## config.mk

```make
export PLATFORM = sky130hd
export DESIGN_NAME = pwo_ctrl
export DESIGN_NICKNAME = d
export VERILOG_FILES = /design/src/hdl/pwo_pkg.sv /design/src/hdl/pwo_ctrl.sv
export VERILOG_INCLUDE_DIRS = /design/src /design/src/hdl
export SDC_FILE = /design/constraint.sdc
export NUM_CORES = 1
export LEC_CHECK = 0
export BUFFER_PORTS_ARGS = -buffer_cell sky130_fd_sc_hd__buf_2
export CAP_MARGIN = 10
export CORE_AREA = 4 4 45 47
export CTS_BUF_LIST = sky130_fd_sc_hd__clkbuf_16
export CTS_CLUSTER_DIAMETER = 40
export DETAILED_ROUTE_END_ITERATION = 8
export DIE_AREA = 0 0 49 51
export PLACE_DENSITY = 0.81
export SLEW_MARGIN = 20
export SYNTH_ARGS = -nofsm -noshare
export SYNTH_HDL_FRONTEND = slang
export SYNTH_SLANG_ARGS = --single-unit
```

## constraint.sdc

```tcl
create_clock -name i_clk -period 3.6 [get_ports i_clk]
set_input_delay 0.72 -clock i_clk [delete_from_list [all_inputs] [get_ports i_clk]]
set_output_delay 0.72 -clock i_clk [all_outputs]
set_load 0.02 [all_outputs]
```

## src/hdl/pulsar_wavetable_oscillator_defines.svh

```systemverilog
// Assertion macros shared by the pulsar wavetable oscillator RTL.
// Included by the modules that carry concurrent checks; no other dependencies.
`ifndef PULSAR_WAVETABLE_OSCILLATOR_DEFINES_SVH
`define PULSAR_WAVETABLE_OSCILLATOR_DEFINES_SVH
`ifndef SYNTHESIS
// Antecedent and consequent in the same cycle.
`define PWO_ASSERT_SAME(label, clk, rst_n, ante, cons) \
    label: assert property (@(posedge clk) disable iff (!rst_n) (ante) |-> (cons)) \
        else $error("pwo: same-cycle check failed");
// Consequent in the cycle after the antecedent.
`define PWO_ASSERT_NEXT(label, clk, rst_n, ante, cons) \
    label: assert property (@(posedge clk) disable iff (!rst_n) (ante) |=> (cons)) \
        else $error("pwo: next-cycle check failed");
`else
`define PWO_ASSERT_SAME(label, clk, rst_n, ante, cons)
`define PWO_ASSERT_NEXT(label, clk, rst_n, ante, cons)
`endif
`endif

```

## src/hdl/pwo_pkg.sv

```systemverilog
// Types, codes and fixed constants of the pulsar wavetable oscillator.
// No dependencies; imported by every other module of the block but pwo_ram.
`timescale 1ns / 1ps
package pwo_pkg;

    localparam int SAMPLE_BITS = 16;
    localparam int REM_NUM_W   = 14;
    localparam int REM_DEN_W   = 13;

    localparam logic [31:0] LFSR_MASK      = 32'h8020_0003;
    localparam logic [16:0] SAT_ALWAYS     = 17'd65536;
    localparam logic signed [15:0] SMAX    = 16'sh7FFF;
    localparam logic signed [15:0] SMIN    = -16'sh8000;

    localparam logic [31:0] RST_PHASE_STEP = 32'd19685266;
    localparam logic [31:0] RST_MORPH_STEP = 32'd10737;
    localparam logic [31:0] RST_SEED       = 32'd1;

    typedef enum logic [2:0] {
        KIND_TICK        = 3'd0,
        KIND_WAVE_SAMPLE = 3'd1,
        KIND_WIN_SAMPLE  = 3'd2,
        KIND_WAVE_DESC   = 3'd3,
        KIND_WIN_DESC    = 3'd4,
        KIND_BURST       = 3'd5,
        KIND_WAVE_TOTAL  = 3'd6,
        KIND_WIN_TOTAL   = 3'd7
    } t_kind;

    typedef enum logic [2:0] {
        REG_PHASE_STEP   = 3'd0,
        REG_WAVE_MSTEP   = 3'd1,
        REG_WIN_MSTEP    = 3'd2,
        REG_SATURATION   = 3'd3,
        REG_WAVE_COUNT   = 3'd4,
        REG_WIN_COUNT    = 3'd5,
        REG_BURST_LENGTH = 3'd6,
        REG_NOISE_SEED   = 3'd7
    } t_reg_idx;

    typedef struct packed {
        logic [2:0]         kind;
        logic [11:0]        address;
        logic signed [15:0] value;
        logic [11:0]        onset;
        logic [12:0]        length;
    } t_in_item;

    typedef struct packed {
        logic signed [15:0] sample;
        logic               pulse_edge;
        logic               pulse_sounded;
    } t_out_item;

    typedef enum logic [4:0] {
        S_IDLE, S_START, S_BDIV, S_BRD, S_BCHK, S_BDEC, S_SIDE, S_MORPH, S_MSAVE,
        S_DREAD, S_DLATCH, S_PMUL, S_PSAVE, S_ADIV, S_SRDA, S_SRDB, S_SLB,
        S_MIXA, S_MIXB, S_MIXC, S_OUTER, S_SDONE, S_WMUL, S_WSAT, S_FIN
    } t_state;

    typedef enum logic [4:0] {
        OP_NONE, OP_IDLE, OP_START, OP_BREAD, OP_BCHK, OP_MORPH, OP_MSAVE,
        OP_DREAD, OP_DLATCH, OP_PMUL, OP_PSAVE, OP_SREADA, OP_SREADB, OP_SLATCHB,
        OP_MIXA, OP_MIXB, OP_MIXC, OP_OUTER, OP_SDONE, OP_WMUL, OP_WSAT, OP_FIN
    } t_op;

    typedef struct packed {
        t_op  op;
        logic side;
        logic second;
    } t_cmd;

    typedef struct packed {
        logic is_tick;
        logic rem_done;
        logic blen_zero;
        logic sounded;
        logic cnt_zero;
        logic cnt_one;
        logic out_free;
    } t_status;

endpackage

```

## src/hdl/pwo_ctrl.sv

```systemverilog
// Sequencer of the oscillator: burst lookup, then table reads and mixing for sounded ticks.
// Depends on pwo_pkg and the assertion macros header.
`timescale 1ns / 1ps
`include "pulsar_wavetable_oscillator_defines.svh"
module pwo_ctrl (
    input  logic             i_clk,
    input  logic             i_rst_n,
    input  logic             i_in_valid,
    input  pwo_pkg::t_status i_status,
    output logic             o_in_ready,
    output pwo_pkg::t_cmd    o_cmd
);
    import pwo_pkg::*;

    t_state r_state, n_state;
    logic   r_side, n_side;
    logic   r_second, n_second;
    logic   r_outer, n_outer;

    // Next state.
    always_comb begin
        n_state  = r_state;
        n_side   = r_side;
        n_second = r_second;
        n_outer  = r_outer;
        case (r_state)
            S_IDLE: begin
                if (i_in_valid && i_status.is_tick) begin
                    n_state  = S_START;
                    n_side   = 1'b0;
                    n_second = 1'b0;
                    n_outer  = 1'b0;
                end
            end
            S_START:  n_state = i_status.blen_zero ? S_BCHK : S_BDIV;
            S_BDIV:   if (i_status.rem_done) n_state = S_BRD;
            S_BRD:    n_state = S_BCHK;
            S_BCHK:   n_state = S_BDEC;
            S_BDEC:   n_state = i_status.sounded ? S_SIDE : S_FIN;
            S_SIDE: begin
                n_second = 1'b0;
                n_outer  = 1'b0;
                if (i_status.cnt_zero) begin
                    n_state = r_side ? S_FIN : S_SDONE;
                end else if (i_status.cnt_one) begin
                    n_state = S_DLATCH;
                end else begin
                    n_state = S_MORPH;
                end
            end
            S_MORPH:  n_state = S_MSAVE;
            S_MSAVE:  n_state = S_DREAD;
            S_DREAD:  n_state = S_DLATCH;
            S_DLATCH: n_state = S_PMUL;
            S_PMUL:   n_state = S_PSAVE;
            S_PSAVE:  n_state = S_ADIV;
            S_ADIV:   if (i_status.rem_done) n_state = S_SRDA;
            S_SRDA:   n_state = S_SRDB;
            S_SRDB:   n_state = S_SLB;
            S_SLB:    n_state = S_MIXA;
            S_MIXA:   n_state = S_MIXB;
            S_MIXB:   n_state = S_MIXC;
            S_MIXC: begin
                if (r_outer || i_status.cnt_one) begin
                    n_state = S_SDONE;
                end else if (!r_second) begin
                    n_second = 1'b1;
                    n_state  = S_DREAD;
                end else begin
                    n_outer = 1'b1;
                    n_state = S_OUTER;
                end
            end
            S_OUTER:  n_state = S_MIXA;
            S_SDONE: begin
                if (!r_side) begin
                    n_side  = 1'b1;
                    n_state = S_SIDE;
                end else begin
                    n_state = S_WMUL;
                end
            end
            S_WMUL:   n_state = S_WSAT;
            S_WSAT:   n_state = S_FIN;
            S_FIN:    if (i_status.out_free) n_state = S_IDLE;
            default:  n_state = S_IDLE;
        endcase
    end

    // Datapath commands.
    always_comb begin
        o_cmd.side   = r_side;
        o_cmd.second = r_second;
        o_in_ready   = (r_state == S_IDLE);
        case (r_state)
            S_IDLE:   o_cmd.op = OP_IDLE;
            S_START:  o_cmd.op = OP_START;
            S_BRD:    o_cmd.op = OP_BREAD;
            S_BCHK:   o_cmd.op = OP_BCHK;
            S_MORPH:  o_cmd.op = OP_MORPH;
            S_MSAVE:  o_cmd.op = OP_MSAVE;
            S_DREAD:  o_cmd.op = OP_DREAD;
            S_DLATCH: o_cmd.op = OP_DLATCH;
            S_PMUL:   o_cmd.op = OP_PMUL;
            S_PSAVE:  o_cmd.op = OP_PSAVE;
            S_SRDA:   o_cmd.op = OP_SREADA;
            S_SRDB:   o_cmd.op = OP_SREADB;
            S_SLB:    o_cmd.op = OP_SLATCHB;
            S_MIXA:   o_cmd.op = OP_MIXA;
            S_MIXB:   o_cmd.op = OP_MIXB;
            S_MIXC:   o_cmd.op = OP_MIXC;
            S_OUTER:  o_cmd.op = OP_OUTER;
            S_SDONE:  o_cmd.op = OP_SDONE;
            S_WMUL:   o_cmd.op = OP_WMUL;
            S_WSAT:   o_cmd.op = OP_WSAT;
            S_FIN:    o_cmd.op = i_status.out_free ? OP_FIN : OP_NONE;
            default:  o_cmd.op = OP_NONE;
        endcase
    end

    always_ff @(posedge i_clk) begin
        if (!i_rst_n) begin
            r_state  <= S_IDLE;
            r_side   <= 1'b0;
            r_second <= 1'b0;
            r_outer  <= 1'b0;
        end else begin
            r_state  <= n_state;
            r_side   <= n_side;
            r_second <= n_second;
            r_outer  <= n_outer;
        end
    end

    // A finished tick returns to idle once the output register is free.
    `PWO_ASSERT_NEXT(a_fin_to_idle, i_clk, i_rst_n, (r_state == S_FIN) && i_status.out_free, r_state == S_IDLE)
    // An accepted tick always starts the sequence.
    `PWO_ASSERT_NEXT(a_tick_starts, i_clk, i_rst_n, (r_state == S_IDLE) && i_in_valid && i_status.is_tick, r_state == S_START)
    // A silenced pulse skips all table work.
    `PWO_ASSERT_NEXT(a_silent_skip, i_clk, i_rst_n, (r_state == S_BDEC) && !i_status.sounded, r_state == S_FIN)

endmodule

```

==> metrics.cfg <==
[yosys]
syn_area_sq_um = 927
ys_seq_elements = 8
synth_compound_area_share_pct = 37.0
yosysWarnings = 0
syn_nets = 153
synth_common_cells = nor2_1, a21oi_1, nand2_1
synth_most_common_cell = nor2_1
synth_seq_area_share_pct = 17.3
syn_avg_cell_area_sq_um = 6.48
synth.largest_area_cell = dfxtp_1
synth_edf_count = 0
synth_top_family_by_area = compound AO/OA/AOI/OAI gates
synth_xor_area_share_pct = 0
yosysTopAreaCellShare_pct = 17.3
synth-simple-area-share_pct = 34.0
synth_fa_ha_area_share_pct = 0
synthesis.instances = 143
yosys-top-cells-area = dfxtp_1, a21oi_1, o21ai_0, nor2_1, nand2_1
synth_cell_types = 39
async_flop_share_pct = 0
yosys-mux-area-fraction_pct = 1.21
ys.flop_type = dfxtp_1

[critical_path]
startpoint_type = register
worst_ep_arrival_time_ns = 1.84
cp_max_fo = 22
worstPathRequired_ns = 2.88
reg2reg_slack_ns = 1.78
worstSetupPathType = reg2out
cp-end-kind = primary output

[place]
portBuffers = 17
dp_hpwl_mm = 1.77
placed_cell_area_sq_um = 981
finalWeightedCongestion = 0.927

[grt]
grt_use_total_pct = 20.0
grt_max_degree = 23
overflow = 0
grt_pass1_wl_mm = 4.08
antenna_found_initial = 0
grt_pass1_vias = 935

[outcome]
outcome = finished, final reports clean

[timing]
setup_tns_ns = 0
max_slew_margin_pct = 51.3
finalSetupViolCount = 0
slew_violations = 0
worstMarginPinSlew_ns = 0.729
hold_violations = 0
fin_crit_sh_pct = 71.1
timing.fmax_mhz = 391
whs_ns = 0.535
rsz0062_at_grt = false
skew_ns = 0.000314
min_period_ns = 2.56

[floorplan]
fp.dieW_um = 49
std_cell_rows = 15
start_util_pct = 56.1
die-area_sq_um = 2500
die_h_um = 51
coreArea_sq_um = 1650
io_pins = 18

[layout]
utilization_pct = 63.9
final_cell_area_sq_um = 1060
n_antenna_cell = 0
fill_cells = 151
drive_gt1_share_pct = 19.0
area_delta_synth_final_pct = 13.9
nNetsFinal = 165

[detailed_routing]
routedWlPerCell_um = 13.8
drcViolationCount = 0
ant_nets = 0
wl_mm = 2.35
first_iter_violations = 50
vias_per_cell = 6.38
vias = 1085
firstDrtPassIters = 5

[clock_tree]
cts_root_buffer = clkbuf_16
h-tree-depth = 1
clock-sinks = 8
cts_resized = 0
cts_tree = done
path_clk_slew_ns = 0.03
numCtsBuffers = 3
cts_buffer_depth = 2
clk_latency_ns = 0.23
post_cts_buffers = 0
cts_hold_buf = 0

[power]
p_per_area_nw_per_um2 = 722
peakVddDrop_mv = 0.466
p_total_uw = 762
leakagePower_nw = 0.429

[hold_path]
hp-class = reg2reg

[flow_run]
max-cap-violations = 0

==> layout by cell type, fill, tap and decap left out, drive strengths merged, types with 2 or more instances in the layout <==
cell	instances
buf	20
nor2	18
a21oi	17
nand2	16
o21ai	14
dfxtp	8
nor2b	7
inv	6
and2	4
nand2b	4
nand3	4
a31oi	4
o22ai	4
clkbuf	3
nor3	3
o2bb2ai	2
or3	2
==> cells by family after synthesis <==
logic type / count (synthesis)
AOI/OAI and AO/OA: 53
buffers and inverters: 19
DFF: 8
muxes: 1
and+or+nand+nor: 62
==> cell type report <==
type	count	area, sq um	area share, %
Multi-Input combinational cell	116	669	63.4
Sequential cell	8	160	15.2
Timing Repair Buffer	20	108	10.2
Clock buffer	3	75.1	7.11
Inverter	6	22.5	2.13
Tap cell	17	21.3	2.01
==> metal layers <==
| layer | track usage (%) | part of all wire (%) | up-vias |
|---|---|---|---|
| li1 | - | - | 534 |
| met1 | 25.9 | 45 | 491 |
| met2 | 32.2 | 46 | 56 |
| met3 | 5.54 | 8.5 | 4 |
| met4 | 6.28 | 0.60 | 0 |
| met5 | 0 | 0 | - |
==> state kept, by name (all words and copies together), names as in the netlist <==
signal / cells
r_side: 1
r_outer: 1
r_second: 1
r_state: 5
==> power by group <==
part	switching (mW)	leakage, nW	internal, mW
registers	0.0394	0.0651	0.106
clock network	0.0401	0.0370	0.143
logic	0.262	0.327	0.172
==> stage by stage <==
step | worst slack (ns) | std cells
final | 1.04 | 170
after global routing | 0.869 | 170
after floorplan | 1.40 | 143
after CTS | 1.04 | 170
after global placement | 1.33 | 167
after detailed placement | 1.29 | 167
==> path summary, 6_finish.rpt <==
| path | cells after the start | endpoint | start |
|---|---|---|---|
| setup / recovery | 5 | o_cmd[4] | r_state[3] |
| hold / removal | 2 | r_outer | r_outer |
| setup reg to reg | 5 | r_state[3] | r_state[3] |
| hold reg to reg | 2 | r_outer | r_outer |
==> critical path, cell delays in order (launching register included) <==
cell and delay, ns:
dfxtp_1 0.78, nor2b_1 0.22, a21oi_1 0.18, o2bb2ai_1 0.09, o22a_1 0.19, buf_2 0.15
(Power assumes the default switching activity.)
